**src/rtl/kbd_pkg.sv**
```systemverilog
// ----------------------------------------------------------------------------
// kbd_pkg
// Shared types, constants and tables for the key container deframer.
// ----------------------------------------------------------------------------
package kbd_pkg;

  // Result kinds carried on the output tuser.
  localparam logic [1:0] KIND_ID  = 2'd0;
  localparam logic [1:0] KIND_PAY = 2'd1;
  localparam logic [1:0] KIND_SUM = 2'd2;

  localparam int DATA_W    = 8;
  localparam int OUT_W     = 200;
  localparam int HASH_W    = 256;
  localparam int BLOCK_W   = 512;
  localparam int DIG_BYTES = 32;

  // Header register select.
  typedef enum logic [2:0] {
    HS_NONE, HS_VER, HS_ALG, HS_PUR, HS_FLG, HS_CRT, HS_IDL, HS_PLEN
  } hdr_sel_t;

  // Padding byte select.
  typedef enum logic [1:0] {
    PS_80, PS_00, PS_LEN
  } pad_sel_t;

  // Commands from the controller to the datapath.
  typedef struct packed {
    logic       absorb;
    logic       pad_wr;
    pad_sel_t   pad_sel;
    logic [2:0] len_idx;
    logic       asm_shift;
    hdr_sel_t   hdr_sel;
    logic       clr_field;
    logic       inc_off;
    logic       sha_start;
    logic       clear_all;
    logic       out_pass;
    logic [1:0] out_kind;
    logic       out_sum;
    logic       sum_ok;
  } dp_cmd_t;

  // Status from the datapath to the controller.
  typedef struct packed {
    logic       magic_ok;
    logic       dig_ok;
    logic       id_end;
    logic       pay_end;
    logic       plen_zero;
    logic [5:0] pos;
    logic [4:0] off_lo;
    logic       sha_done;
    logic       out_busy;
  } dp_status_t;

  localparam logic [HASH_W-1:0] SHA_IV = {
    32'h6a09e667, 32'hbb67ae85, 32'h3c6ef372, 32'ha54ff53a,
    32'h510e527f, 32'h9b05688c, 32'h1f83d9ab, 32'h5be0cd19};

  function automatic logic [7:0] magic_byte(input logic [2:0] idx);
    logic [7:0] r;
    case (idx)
      3'd0:    r = 8'h41;
      3'd1:    r = 8'h43;
      3'd2:    r = 8'h52;
      3'd3:    r = 8'h59;
      3'd4:    r = 8'h50;
      3'd5:    r = 8'h54;
      default: r = 8'h00;
    endcase
    return r;
  endfunction

  function automatic logic [31:0] round_k(input logic [5:0] i);
    logic [31:0] r;
    case (i)
      6'd0:  r = 32'h428a2f98; 6'd1:  r = 32'h71374491; 6'd2:  r = 32'hb5c0fbcf;
      6'd3:  r = 32'he9b5dba5; 6'd4:  r = 32'h3956c25b; 6'd5:  r = 32'h59f111f1;
      6'd6:  r = 32'h923f82a4; 6'd7:  r = 32'hab1c5ed5; 6'd8:  r = 32'hd807aa98;
      6'd9:  r = 32'h12835b01; 6'd10: r = 32'h243185be; 6'd11: r = 32'h550c7dc3;
      6'd12: r = 32'h72be5d74; 6'd13: r = 32'h80deb1fe; 6'd14: r = 32'h9bdc06a7;
      6'd15: r = 32'hc19bf174; 6'd16: r = 32'he49b69c1; 6'd17: r = 32'hefbe4786;
      6'd18: r = 32'h0fc19dc6; 6'd19: r = 32'h240ca1cc; 6'd20: r = 32'h2de92c6f;
      6'd21: r = 32'h4a7484aa; 6'd22: r = 32'h5cb0a9dc; 6'd23: r = 32'h76f988da;
      6'd24: r = 32'h983e5152; 6'd25: r = 32'ha831c66d; 6'd26: r = 32'hb00327c8;
      6'd27: r = 32'hbf597fc7; 6'd28: r = 32'hc6e00bf3; 6'd29: r = 32'hd5a79147;
      6'd30: r = 32'h06ca6351; 6'd31: r = 32'h14292967; 6'd32: r = 32'h27b70a85;
      6'd33: r = 32'h2e1b2138; 6'd34: r = 32'h4d2c6dfc; 6'd35: r = 32'h53380d13;
      6'd36: r = 32'h650a7354; 6'd37: r = 32'h766a0abb; 6'd38: r = 32'h81c2c92e;
      6'd39: r = 32'h92722c85; 6'd40: r = 32'ha2bfe8a1; 6'd41: r = 32'ha81a664b;
      6'd42: r = 32'hc24b8b70; 6'd43: r = 32'hc76c51a3; 6'd44: r = 32'hd192e819;
      6'd45: r = 32'hd6990624; 6'd46: r = 32'hf40e3585; 6'd47: r = 32'h106aa070;
      6'd48: r = 32'h19a4c116; 6'd49: r = 32'h1e376c08; 6'd50: r = 32'h2748774c;
      6'd51: r = 32'h34b0bcb5; 6'd52: r = 32'h391c0cb3; 6'd53: r = 32'h4ed8aa4a;
      6'd54: r = 32'h5b9cca4f; 6'd55: r = 32'h682e6ff3; 6'd56: r = 32'h748f82ee;
      6'd57: r = 32'h78a5636f; 6'd58: r = 32'h84c87814; 6'd59: r = 32'h8cc70208;
      6'd60: r = 32'h90befffa; 6'd61: r = 32'ha4506ceb; 6'd62: r = 32'hbef9a3f7;
      default: r = 32'hc67178f2;
    endcase
    return r;
  endfunction

endpackage

```
**src/rtl/kbd_sha_core.sv**
```systemverilog
// ----------------------------------------------------------------------------
// kbd_sha_core
// SHA-256 block buffer and compression unit, one round per cycle.
// ----------------------------------------------------------------------------
module kbd_sha_core
  import kbd_pkg::*;
(
  input  logic              clk,
  input  logic              rst,
  input  logic              init,
  input  logic              wr_en,
  input  logic [7:0]        wr_byte,
  input  logic              start,
  output logic              done,
  output logic [HASH_W-1:0] hash
);

  function automatic logic [31:0] rotr(input logic [31:0] x, input int n);
    return (x >> n) | (x << (32 - n));
  endfunction

  logic [BLOCK_W-1:0] blk;
  logic [31:0]        a, b, c, d, e, f, g, h;
  logic [5:0]         rnd;
  logic               busy;
  logic               fin;
  logic [31:0]        w0, w1, w9, w14, s0, s1, w_new, t1, t2;

  // Message schedule from the sliding window of sixteen words.
  assign w0    = blk[511:480];
  assign w1    = blk[479:448];
  assign w9    = blk[223:192];
  assign w14   = blk[63:32];
  assign s0    = rotr(w1, 7) ^ rotr(w1, 18) ^ (w1 >> 3);
  assign s1    = rotr(w14, 17) ^ rotr(w14, 19) ^ (w14 >> 10);
  assign w_new = w0 + s0 + w9 + s1;

  // One compression round.
  assign t1 = h + (rotr(e, 6) ^ rotr(e, 11) ^ rotr(e, 25)) + ((e & f) ^ (~e & g))
            + round_k(rnd) + w0;
  assign t2 = (rotr(a, 2) ^ rotr(a, 13) ^ rotr(a, 22)) + ((a & b) ^ (a & c) ^ (b & c));

  always_ff @(posedge clk) begin
    if (rst || init) begin
      hash <= SHA_IV;
      busy <= 1'b0;
      fin  <= 1'b0;
      done <= 1'b0;
      rnd  <= '0;
    end else begin
      done <= 1'b0;
      if (start) begin
        {a, b, c, d, e, f, g, h} <= hash;
        busy <= 1'b1;
        rnd  <= '0;
      end else if (busy) begin
        {a, b, c, d, e, f, g, h} <= {t1 + t2, a, b, c, d + t1, e, f, g};
        blk  <= {blk[BLOCK_W-33:0], w_new};
        rnd  <= rnd + 6'd1;
        if (rnd == 6'd63) begin
          busy <= 1'b0;
          fin  <= 1'b1;
        end
      end else if (fin) begin
        hash <= {hash[255:224] + a, hash[223:192] + b, hash[191:160] + c,
                 hash[159:128] + d, hash[127:96] + e, hash[95:64] + f,
                 hash[63:32] + g, hash[31:0] + h};
        fin  <= 1'b0;
        done <= 1'b1;
      end else if (wr_en) begin
        blk <= {blk[BLOCK_W-9:0], wr_byte};
      end
    end
  end

endmodule

```
**src/rtl/kbd_dp.sv**
```systemverilog
// ----------------------------------------------------------------------------
// kbd_dp
// Datapath: field assembly, header registers, counters, hash unit and the
// output register.
// ----------------------------------------------------------------------------
module kbd_dp
  import kbd_pkg::*;
(
  input  logic             clk,
  input  logic             rst,
  input  dp_cmd_t          cmd,
  input  logic [7:0]       in_byte,
  output dp_status_t       st,
  output logic             out_valid,
  input  logic             out_ready,
  output logic [1:0]       out_kind,
  output logic [OUT_W-1:0] out_data
);

  logic [31:0]  off;
  logic [63:0]  asm_sr;
  logic [63:0]  asm_new;
  logic [15:0]  hdr_version, hdr_algorithm, hdr_purpose;
  logic [31:0]  hdr_flags, hdr_payload_length;
  logic [63:0]  hdr_created;
  logic [7:0]   hdr_id_length;
  logic [60:0]  byte_cnt;
  logic [63:0]  bit_cnt;
  logic [5:0]   pos;
  logic [HASH_W-1:0] hash;
  logic         sha_done;
  logic [7:0]   pad_byte, wr_byte, want;
  logic [31:0]  off_inc;
  logic [OUT_W-1:0] sum_data;

  assign asm_new = {asm_sr[55:0], in_byte};
  assign bit_cnt = {byte_cnt, 3'b000};
  assign off_inc = off + 32'd1;
  assign want    = hash[HASH_W-1 - 8*off[4:0] -: 8];

  // Padding byte: marker, zero fill or big-endian length.
  always_comb begin
    case (cmd.pad_sel)
      PS_80:   pad_byte = 8'h80;
      PS_00:   pad_byte = 8'h00;
      default: pad_byte = bit_cnt[63 - 8*cmd.len_idx -: 8];
    endcase
  end
  assign wr_byte = cmd.pad_wr ? pad_byte : in_byte;

  kbd_sha_core u_sha (
    .clk     (clk),
    .rst     (rst),
    .init    (cmd.clear_all),
    .wr_en   (cmd.absorb || cmd.pad_wr),
    .wr_byte (wr_byte),
    .start   (cmd.sha_start),
    .done    (sha_done),
    .hash    (hash)
  );

  // Status toward the controller.
  always_comb begin
    st.magic_ok  = (in_byte == magic_byte(off[2:0]));
    st.dig_ok    = (in_byte == want);
    st.id_end    = (off_inc == {24'd0, hdr_id_length});
    st.pay_end   = (off_inc == hdr_payload_length);
    st.plen_zero = (asm_new[31:0] == 32'd0);
    st.pos       = pos;
    st.off_lo    = off[4:0];
    st.sha_done  = sha_done;
    st.out_busy  = out_valid && !out_ready;
  end

  // Field assembly, counters and header registers.
  always_ff @(posedge clk) begin
    if (rst || cmd.clear_all) begin
      off                <= '0;
      asm_sr             <= '0;
      hdr_version        <= '0;
      hdr_algorithm      <= '0;
      hdr_purpose        <= '0;
      hdr_flags          <= '0;
      hdr_created        <= '0;
      hdr_id_length      <= '0;
      hdr_payload_length <= '0;
      byte_cnt           <= '0;
      pos                <= '0;
    end else begin
      if (cmd.absorb) byte_cnt <= byte_cnt + 61'd1;
      if (cmd.absorb || cmd.pad_wr) pos <= pos + 6'd1;
      if (cmd.clr_field) begin
        off    <= '0;
        asm_sr <= '0;
      end else begin
        if (cmd.inc_off) off <= off_inc;
        if (cmd.asm_shift) asm_sr <= asm_new;
      end
      case (cmd.hdr_sel)
        HS_VER:  hdr_version        <= asm_new[15:0];
        HS_ALG:  hdr_algorithm      <= asm_new[15:0];
        HS_PUR:  hdr_purpose        <= asm_new[15:0];
        HS_FLG:  hdr_flags          <= asm_new[31:0];
        HS_CRT:  hdr_created        <= asm_new;
        HS_IDL:  hdr_id_length      <= asm_new[7:0];
        HS_PLEN: hdr_payload_length <= asm_new[31:0];
        default: ;
      endcase
    end
  end

  // Summary word; header fields are only reported for a valid container.
  always_comb begin
    sum_data      = '0;
    sum_data[8]   = !cmd.sum_ok;
    sum_data[193] = 1'b1;
    if (cmd.sum_ok) begin
      sum_data[24:9]    = hdr_version;
      sum_data[40:25]   = hdr_algorithm;
      sum_data[56:41]   = hdr_purpose;
      sum_data[88:57]   = hdr_flags;
      sum_data[152:89]  = hdr_created;
      sum_data[160:153] = hdr_id_length;
      sum_data[192:161] = hdr_payload_length;
    end
  end

  // Output register.
  always_ff @(posedge clk) begin
    if (rst) begin
      out_valid <= 1'b0;
    end else if (cmd.out_sum) begin
      out_valid <= 1'b1;
      out_kind  <= KIND_SUM;
      out_data  <= sum_data;
    end else if (cmd.out_pass) begin
      out_valid <= 1'b1;
      out_kind  <= cmd.out_kind;
      out_data  <= {{(OUT_W-8){1'b0}}, in_byte};
    end else if (out_ready) begin
      out_valid <= 1'b0;
    end
  end

endmodule

```
**src/rtl/kbd_ctrl.sv**
```systemverilog
// ----------------------------------------------------------------------------
// kbd_ctrl
// Controller: container parse phases, padding sequence and hash block
// scheduling.
// ----------------------------------------------------------------------------
module kbd_ctrl
  import kbd_pkg::*;
(
  input  logic       clk,
  input  logic       rst,
  input  logic       in_valid,
  output logic       in_ready,
  input  logic [7:0] in_byte,
  input  logic       in_last,
  input  dp_status_t st,
  output dp_cmd_t    cmd
);

  typedef enum logic [1:0] {S_IDLE, S_PAD, S_CSTART, S_CWAIT} seq_t;
  typedef enum logic [3:0] {
    PH_MAGIC, PH_VER, PH_ALG, PH_PUR, PH_FLG, PH_CRT, PH_IDL, PH_ID,
    PH_PLEN, PH_PAY, PH_DIG, PH_DONE, PH_DRAIN
  } phase_t;

  seq_t       seq, seq_next;
  phase_t     phase, phase_next;
  logic       err, err_next;
  logic       resume, resume_next;
  logic       pad_first, pad_first_next;
  logic       in_len, in_len_next;
  logic [2:0] len_idx, len_idx_next;
  logic       fire, fin, field_end, pad_final;
  logic [4:0] fld_last;

  assign in_ready = (seq == S_IDLE) && !st.out_busy;
  assign fire     = in_valid && in_ready;

  // Index of the final byte of each fixed-size field.
  always_comb begin
    case (phase)
      PH_MAGIC: fld_last = 5'd5;
      PH_VER, PH_ALG, PH_PUR: fld_last = 5'd1;
      PH_FLG, PH_PLEN: fld_last = 5'd3;
      PH_CRT:   fld_last = 5'd7;
      PH_DIG:   fld_last = 5'd31;
      default:  fld_last = 5'd0;
    endcase
  end
  assign field_end = (st.off_lo == fld_last);

  // Per-byte decisions and padding sequence.
  always_comb begin
    cmd            = '0;
    cmd.hdr_sel    = HS_NONE;
    cmd.pad_sel    = PS_80;
    cmd.len_idx    = len_idx;
    seq_next       = seq;
    phase_next     = phase;
    err_next       = err;
    resume_next    = resume;
    pad_first_next = pad_first;
    in_len_next    = in_len;
    len_idx_next   = len_idx;
    fin            = 1'b0;
    pad_final      = 1'b0;

    case (seq)
      S_IDLE: begin
        if (fire) begin
          case (phase)
            PH_MAGIC: begin
              if (!st.magic_ok) begin
                err_next = 1'b1; phase_next = PH_DRAIN; cmd.clr_field = 1'b1;
              end else begin
                cmd.absorb = 1'b1; cmd.inc_off = 1'b1;
                if (field_end) begin
                  phase_next = PH_VER; cmd.clr_field = 1'b1;
                end
              end
            end
            PH_VER, PH_ALG, PH_PUR, PH_FLG, PH_CRT, PH_IDL, PH_PLEN: begin
              cmd.absorb = 1'b1; cmd.asm_shift = 1'b1; cmd.inc_off = 1'b1;
              if (field_end) begin
                cmd.clr_field = 1'b1;
                case (phase)
                  PH_VER: begin cmd.hdr_sel = HS_VER; phase_next = PH_ALG; end
                  PH_ALG: begin cmd.hdr_sel = HS_ALG; phase_next = PH_PUR; end
                  PH_PUR: begin cmd.hdr_sel = HS_PUR; phase_next = PH_FLG; end
                  PH_FLG: begin cmd.hdr_sel = HS_FLG; phase_next = PH_CRT; end
                  PH_CRT: begin cmd.hdr_sel = HS_CRT; phase_next = PH_IDL; end
                  PH_IDL: begin
                    cmd.hdr_sel = HS_IDL;
                    phase_next  = (in_byte == 8'd0) ? PH_PLEN : PH_ID;
                  end
                  default: begin
                    cmd.hdr_sel = HS_PLEN;
                    if (st.plen_zero) begin
                      fin = 1'b1; phase_next = PH_DIG;
                    end else begin
                      phase_next = PH_PAY;
                    end
                  end
                endcase
              end
            end
            PH_ID, PH_PAY: begin
              cmd.absorb   = 1'b1; cmd.inc_off = 1'b1; cmd.out_pass = 1'b1;
              cmd.out_kind = (phase == PH_ID) ? KIND_ID : KIND_PAY;
              if (phase == PH_ID && st.id_end) begin
                phase_next = PH_PLEN; cmd.clr_field = 1'b1;
              end else if (phase == PH_PAY && st.pay_end) begin
                fin = 1'b1; phase_next = PH_DIG; cmd.clr_field = 1'b1;
              end
            end
            PH_DIG: begin
              if (!st.dig_ok) begin
                err_next = 1'b1; phase_next = PH_DRAIN; cmd.clr_field = 1'b1;
              end else begin
                cmd.inc_off = 1'b1;
                if (field_end) begin
                  phase_next = PH_DONE; cmd.clr_field = 1'b1;
                end
              end
            end
            PH_DONE: begin
              err_next = 1'b1; phase_next = PH_DRAIN;
            end
            default: ;
          endcase

          if (in_last) begin
            // Summary ends the container and returns everything to reset.
            cmd.out_pass  = 1'b0;
            cmd.out_sum   = 1'b1;
            cmd.sum_ok    = (phase_next == PH_DONE) && !err_next;
            cmd.clear_all = 1'b1;
            cmd.hdr_sel   = HS_NONE;
            cmd.absorb    = 1'b0;
            phase_next    = PH_MAGIC;
            err_next      = 1'b0;
          end else begin
            if (fin) begin
              pad_first_next = 1'b1;
              in_len_next    = 1'b0;
              len_idx_next   = '0;
            end
            if (cmd.absorb && st.pos == 6'd63) begin
              seq_next    = S_CSTART;
              resume_next = fin;
            end else if (fin) begin
              seq_next = S_PAD;
            end
          end
        end
      end
      S_PAD: begin
        cmd.pad_wr = 1'b1;
        if (pad_first) begin
          cmd.pad_sel = PS_80;
        end else if (!in_len && st.pos != 6'd56) begin
          cmd.pad_sel = PS_00;
        end else begin
          cmd.pad_sel = PS_LEN;
        end
        pad_first_next = 1'b0;
        if (cmd.pad_sel == PS_LEN) begin
          in_len_next  = 1'b1;
          len_idx_next = len_idx + 3'd1;
          pad_final    = (len_idx == 3'd7);
        end
        if (st.pos == 6'd63) begin
          seq_next    = S_CSTART;
          resume_next = !pad_final;
        end
      end
      S_CSTART: begin
        cmd.sha_start = 1'b1;
        seq_next      = S_CWAIT;
      end
      default: begin
        if (st.sha_done) seq_next = resume ? S_PAD : S_IDLE;
      end
    endcase
  end

  always_ff @(posedge clk) begin
    if (rst) begin
      seq       <= S_IDLE;
      phase     <= PH_MAGIC;
      err       <= 1'b0;
      resume    <= 1'b0;
      pad_first <= 1'b0;
      in_len    <= 1'b0;
      len_idx   <= '0;
    end else begin
      seq       <= seq_next;
      phase     <= phase_next;
      err       <= err_next;
      resume    <= resume_next;
      pad_first <= pad_first_next;
      in_len    <= in_len_next;
      len_idx   <= len_idx_next;
    end
  end

endmodule

```
**src/rtl/key_blob_deframer_sha256_check.sv**
```systemverilog
// Key container deframer with SHA-256 check. Header, id and payload bytes are
// taken one per cycle while the output register is not held by backpressure;
// each time 64 body bytes fill a hash block the input stalls while the single
// round-per-cycle SHA-256 unit compresses it, and after the last payload byte
// the padding and length bytes go in one per cycle with one or two further
// compressions before the digest bytes are taken. Id and payload bytes are
// passed on as they arrive; the final byte yields a single summary
// transaction.
// ----------------------------------------------------------------------------
// key_blob_deframer_sha256_check
// Top level: stream ports, controller and datapath.
// ----------------------------------------------------------------------------
module key_blob_deframer_sha256_check
  import kbd_pkg::*;
(
  input  logic             clk,
  input  logic             rst,
  input  logic             s_tvalid,
  output logic             s_tready,
  input  logic [7:0]       s_tdata,   // data_byte[7:0]
  input  logic             s_tlast,
  output logic             m_tvalid,
  input  logic             m_tready,
  // out_byte[7:0], status[8], version[24:9], algorithm[40:25],
  // purpose[56:41], key_flags[88:57], created_time[152:89],
  // id_length[160:153], payload_length[192:161], done_res[193], zero above
  output logic [OUT_W-1:0] m_tdata,
  output logic [1:0]       m_tuser    // kind[1:0]
);

  dp_cmd_t    cmd;
  dp_status_t st;

  kbd_ctrl u_ctrl (
    .clk      (clk),
    .rst      (rst),
    .in_valid (s_tvalid),
    .in_ready (s_tready),
    .in_byte  (s_tdata),
    .in_last  (s_tlast),
    .st       (st),
    .cmd      (cmd)
  );

  kbd_dp u_dp (
    .clk       (clk),
    .rst       (rst),
    .cmd       (cmd),
    .in_byte   (s_tdata),
    .st        (st),
    .out_valid (m_tvalid),
    .out_ready (m_tready),
    .out_kind  (m_tuser),
    .out_data  (m_tdata)
  );

endmodule

```
**config.mk**
```make
export PLATFORM = sky130hd
export DESIGN_NAME = key_blob_deframer_sha256_check
export DESIGN_NICKNAME = d
export VERILOG_FILES = /design/src/rtl/kbd_pkg.sv /design/src/rtl/kbd_sha_core.sv /design/src/rtl/kbd_dp.sv /design/src/rtl/kbd_ctrl.sv /design/src/rtl/key_blob_deframer_sha256_check.sv
export SDC_FILE = /design/constraint.sdc
export NUM_CORES = 2
export LEC_CHECK = 0
export BUFFER_PORTS_ARGS = -buffer_cell sky130_fd_sc_hd__buf_2
export CAP_MARGIN = 20
export CORE_MARGIN = 2
export CORE_UTILIZATION = 43
export CTS_CLUSTER_SIZE = 28
export DETAILED_ROUTE_END_ITERATION = 12
export GPL_TIMING_DRIVEN = 0
export HOLD_SLACK_MARGIN = 0.05
export PLACE_DENSITY = 0.65
export SETUP_SLACK_MARGIN = 0.1
export SYNTH_ARGS = -nofsm -noshare
export SYNTH_HDL_FRONTEND = slang
export SYNTH_SLANG_ARGS = --single-unit
```
**constraint.sdc**
```tcl
create_clock -name clk -period 69.6 [get_ports clk]
set_clock_uncertainty 0.05 [all_clocks]
set_input_delay 10.44 -clock clk [delete_from_list [all_inputs] [get_ports clk]]
set_output_delay 10.44 -clock clk [all_outputs]
set_load 0.02 [all_outputs]
```
Yosys cells after proc, flatten, opt, wreduce, memory -nomap -nowiden --
Memories as Yosys holds them, arrays and structs flattened. A register that Yosys moved wholly into a read port is not among the register bits. Cells that the tools add are included.
Word-level totals: memory bits (read-only) 2128, input bits 13, word-level logic and storage cells 313, output and inout bits 204, register bits after elaboration 1582, memories kept 2
Memory list:
- (name not given) | depth 64, width 32, read ports 1, clocked after memory_dff 1, wr ports 0, RTL line kbd_pkg.sv:79 | case (i)
- (name not given) | depth 16, width 5, read ports 1, clocked after memory_dff 1, wr ports 0, RTL line kbd_ctrl.sv:40 | case (phase)
Operators by class: bitwise operators 31, add/sub/neg operators 25, reduce and logical (&&, ||, !) cells 45, equal/unequal tests 46, shift-type cells 2, multiplexer cells 126
Operators with widths (number):
- 512-bit two-way mux | 3
- 32-bit adder | 18
- 32-bit two-way mux | 16
- 32-bit XOR | 9
- 263-bit by 33-bit variable part select with 8-bit output | 1
- 194-bit two-way mux | 1
- 193-bit two-way mux | 1
- 184-bit two-way mux | 1
- 32-bit AND | 5
- 71-bit by 33-bit variable part select with 8-bit output | 1
- 61-bit by 1-bit adder with 61-bit output (second input constant) | 1
- 4-bit two-way mux | 15
- 1-bit two-way mux | 48
- 7-bit case mux with 6 select lines | 1
- 6-bit two-way mux | 6
- 32-bit by 1-bit adder with 32-bit output (second input constant) | 1
- 32-bit == test | 1
- 32-bit by 8-bit == test with 1-bit output | 1
- 32-bit logical NOT | 1
- 32-bit inverter | 1
- 10-bit by 32-bit bitwise OR with 32-bit output | 1
- 13-bit by 32-bit bitwise OR with 32-bit output | 1
- 14-bit by 32-bit bitwise OR with 32-bit output | 1
- 15-bit by 32-bit bitwise OR with 32-bit output | 1
- 61 further kinds | 139

Logic depth before layout (Yosys ltp) --
depth in word-level cells 16, depth in mapped cells 37, mapped depth without buffers 36

Cells and area by module --
A second synthesis with hierarchy kept.
Second synthesis, totals: cell total of the unflattened synthesis 9396, area, all modules 96338.6 sq um
By module, submodules not included:
- kbd_sha_core | cells each 6685, instances 1, seq. area each 29007.8 sq um, area each 70123.5 sq um
- kbd_dp | cells each 2474, instances 1, seq. area each 12692.2 sq um, area each 24518.5 sq um
- kbd_ctrl | cells each 237, instances 1, seq. area each 340.3 sq um, area each 1696.6 sq um

Worst setup path before layout --
OpenSTA, ideal clock, no wires.
path type input to register, from input s_tdata[6], to register u_dp.u_sha.blk[0], enable pin, library setup time 1.397 ns, cell stages on the path 11, path buffers 2, arrival 33.543 ns, path slack 34.610 ns, required time 68.153 ns, cell sequence buf_2 xnor2_1 or3_1 nor4_1 o211ai_1 a221oi_1 clkbuf_1 nor2_1 nor2_1 nor2_1 nor2_1
On the way: cells in the longest elaborated chain, start to end 11
RTL lines:
- from (decl) | RTL line key_blob_deframer_sha256_check.sv:20 | input logic [7:0] s_tdata,
- 8-bit by 7-bit == test with 1-bit output | RTL line kbd_dp.sv:64 | st.magic_ok = (in_byte == magic_byte(off[2:0]));
- 1-bit two-way mux | RTL line kbd_ctrl.sv:72 | if (!st.magic_ok) begin
- 1-bit case mux with 2 select lines | RTL line kbd_ctrl.sv:70 | case (phase)
- 1-bit two-way mux | RTL line kbd_ctrl.sv:69 | if (fire) begin
- 1-bit two-way mux | RTL line kbd_ctrl.sv:67 | case (seq)
- 1-bit two-way mux | RTL line kbd_ctrl.sv:131 | if (in_last) begin
- 1-bit two-way mux | RTL line kbd_ctrl.sv:69
- 1-bit two-way mux | RTL line kbd_ctrl.sv:67
- 1-bit logical OR | RTL line kbd_dp.sv:55 | .wr_en (cmd.absorb || cmd.pad_wr),
- 2-bit nonzero test (no line)
- 4-bit AND reduction (no line)
- to (signal assigned) | RTL line kbd_sha_core.sv:58 | blk <= {blk[BLOCK_W-33:0], w_new};
- to (signal assigned) | RTL line kbd_sha_core.sv:71 | blk <= {blk[BLOCK_W-9:0], wr_byte};
- to (decl) | RTL line kbd_sha_core.sv:22 | logic [BLOCK_W-1:0] blk;
Every way passes these cells. The select of a mux whose other input is x is not followed. A chain may end at the register's enable or synchronous reset.

Final worst setup path --
from input m_tready, to output s_tready
On the way: cells in the longest elaborated chain, start to end 4
RTL lines:
- from (decl) | RTL line key_blob_deframer_sha256_check.sv:23 | input logic m_tready,
- 1-bit logical NOT | RTL line kbd_dp.sv:72 | st.out_busy = out_valid && !out_ready;
- 1-bit logical AND | RTL line kbd_dp.sv:72
- 1-bit logical NOT | RTL line kbd_ctrl.sv:35 | assign in_ready = (seq == S_IDLE) && !st.out_busy;
- 1-bit logical AND | RTL line kbd_ctrl.sv:35
- to (decl) | RTL line key_blob_deframer_sha256_check.sv:19 | output logic s_tready,
Every way passes these cells.

==> out/metrics.cfg <==
[logic_synthesis]
synth-simple-area-share = 0.123
synth_top_family_by_area = compound AO/OA/AOI/OAI gates
synth-compound-area-share = 0.130
yosys.area_share.adder = 0.0943
synth_edf_count = 963
syn_inst = 9410
synth.distinct_cells = 103
synth_area_per_cell_um2 = 10.2
yosys-mux-area-fraction = 0.101
synthXorXnorAreaFrac = 0.0675
seq_area_frac_synth = 0.438
syn_area_um2 = 95800
synth_warnings = 0
ys_seq_elements = 1617
async_reset_ff_frac = 0
ys.flop_type = edfxtp_1

[worst_setup_path]
cp_max_fo = 3
cp.arrival_ns = 11.14
slowest_delay_ns = 0.22
startpoint_type = input port
crit_required_ns = 59.11
cp_slowest_cell = and2_1
crit_path_frequent_cell = buf_2
r2r_end = u_dp.u_sha.a[31]
cp-end-kind = output pin
ff2ff_setup_slack_ns = 59.02
critPathKind = input port to output pin
worst-r2r-cell-count = 37
timing.rr.start = u_dp.u_sha.e[13]
crit_path_cell_trace = buf_2 > nand2b_1 > and2_1 > buf_2

[cts]
clock_sinks = 1617
cts_max_path_buffers = 3
cts_tree = built
cts_resized = 0
cts-root-buf = clkbuf_16
cts_setup_buffers = 0
worstSkewPairLatency_ns = 0.85
ctsHoldBuffers = 0
htreeDepth = 4
clk_pin_slew_worst_paths_ns = 0.06
numCtsBuffers = 171

[drt]
drtAntennaViolNets = 0
drtIter0Drc = 9794
wl_um = 361000
dr_total_vias = 77678
wl_per_cell_um = 27.8
drt-pass1-iter-count = 9
drc_errors = 0
viasPerCell = 5.99

[global_routing]
antenna_found_initial = 10
grt_pass1_wl_um = 512000
grt_usage = 0.310
grt_max_degree = 118
grt_pass1_vias = 73000
grt-ovfl-total = 0

[floorplanning]
die_w_um = 476
io_pins = 217
core_area_um2 = 222000
rows = 173
die_area_um2 = 227000
start_util = 0.432
die_h_um = 476

[sta]
setup-violations-final = 0
rsz0062_at_grt = false
fin_crit_ns = 21.63
finalCritPeriodShare = 0.311
hold_viol = 0
max_freq_ghz = 0.0462
drv_slew = 0
slew_headroom = 0.133
setup_tns_ns = 0
tightest_slew_ns = 1.30

[power_and_ir_drop]
ir_drop_uv = 24.3
leakagePower_nw = 39.3
p_per_area_nw_per_um2 = 19.1

[final_layout]
final_cells = 12977
syn2layout_area_growth_pct = 12.0
layout_common_cells = nand2_1 (1131), edfxtp_1 (963), a21oi_1 (745), mux2_2 (673), dfxtp_1 (654)
multi_input_area_um2 = 49500
final_common_cell = nand2_1
layout-drive-gt1-share = 0.140
fin_nets = 10465
nFillCells = 20498
regArea_um2 = 42000

[worst_hold_path]
hold_start = u_dp.hdr_created[56]
hp-class = flip-flop to flip-flop
min_to = u_dp.hdr_created[56]
whs_path_depth = 2

[place]
dp_hpwl_um = 279000
dp.cells = 12650
io_buffers = 206
place.gp.congestion = 1.04

[run]
drv_cap = 0

[run_status]
outcome = complete, no violations

## per-stage QoR
step	worst slack (ns)	util	power (mW)	hold slack (ns)	instance area, um^2
finish	47.97	0.484	2.06	0.400	107000
global route	47.93	0.484	2.10	0.422	107000
CTS	47.93	0.484	2.06	0.400	107000
detailed placement	47.94	0.458	1.12	0.392	102000
global placement	25.08	0.453	1.13	0.388	101000
floorplan	34.61	-	1.09	0.382	95800
## flip-flops by register name, summed over array words and instances, names as in the netlist, 56 cells and up, named ones only
register and count:
u_dp.asm_sr 56, u_dp.u_sha.blk 512, u_dp.hdr_created 64, u_dp.out_data 193, u_dp.byte_cnt 61, u_dp.u_sha.hash 256
## power breakdown
group / switching (mW) / internal (mW)
Sequential: 0.00466 / 1.01
Clock: 0.411 / 0.543
Combinational: 0.0590 / 0.0240
## how the worst max path moves through the flow
stage | cells after the start | start | endpoint | slack, ns
3_5_place_dp | 4 | m_tready | s_tready | 47.94
6_report | 4 | m_tready | s_tready | 47.97
2_1_floorplan | 11 | s_tdata[6] | u_dp.u_sha.blk[0] | 34.61
3_3_place_gp | 11 | s_tdata[4] | u_dp.u_sha.blk[124] | 25.08
4_1_cts | 4 | m_tready | s_tready | 47.93
5_1_grt | 4 | m_tready | s_tready | 47.93
## area by class of cell
| type | count | share of cell area |
|---|---|---|
| diodes | 7 | 0.000163 |
| clock inverters | 105 | 0.0108 |
| clock buffers | 214 | 0.0425 |
| multi-input cells | 6720 | 0.461 |
| plain buffers | 510 | 0.0210 |
| well taps | 2975 | 0.0347 |
| repair buffers | 261 | 0.0186 |
| inverters | 568 | 0.0199 |
| flip-flops and latches | 1617 | 0.391 |
## critical path: cells and delay by family
| family | cells | cell delay [ns] |
|---|---|---|
| and+or+nand+nor | 2 | 0.39 |
| buffers and inverters | 2 | 0.31 |
## synth_stat cells, types with 34 or more instances
library cell	n	share of area
o21ai_0	470	0.025
o21bai_1	57	0.0045
nor4_1	34	0.0022
nand2b_1	56	0.0037
nor3_1	119	0.0062
o211ai_1	110	0.0086
xor2_1	296	0.027
inv_1	561	0.022
dfxtp_1	654	0.14
mux2_2	673	0.079
nand3_1	183	0.0096
mux4_2	76	0.018
a21oi_1	745	0.039
a211oi_1	69	0.0054
edfxtp_1	963	0.30
nor2_1	510	0.020
nor2b_1	56	0.0037
and2_1	215	0.014
nand2_1	1131	0.044
and3_1	54	0.0035
a21o_1	186	0.015
or3_1	51	0.0033
ha_1	408	0.053
mux2i_1	36	0.0038
clkbuf_1	412	0.016
a31oi_1	51	0.0033
nand4_1	57	0.0037
o21a_1	50	0.0039
xnor2_1	427	0.039
fa_1	195	0.041
## layer usage
metal  wire length (um)  track usage  up-vias
met5                 36            0        -
met4              19000        0.146        6
met3              38400       0.0627      832
met2             152000        0.458     4443
met1             151000        0.436    38112
li1                   -            -    34285
## kinds of logic (layout without fill, tap and decap cells)
logic type | Yosys count | count (layout)
xor gates and xnor gates | 729 | 729
DFF | 1617 | 1617
AOI/OAI and AO/OA | 2028 | 2028
buffers and inverters | 1078 | 1658
adders and majority gates | 606 | 606
muxes | 788 | 788
and+or+nand+nor | 2563 | 2563
other | 1 | 13
(Power assumes the default switching activity.)
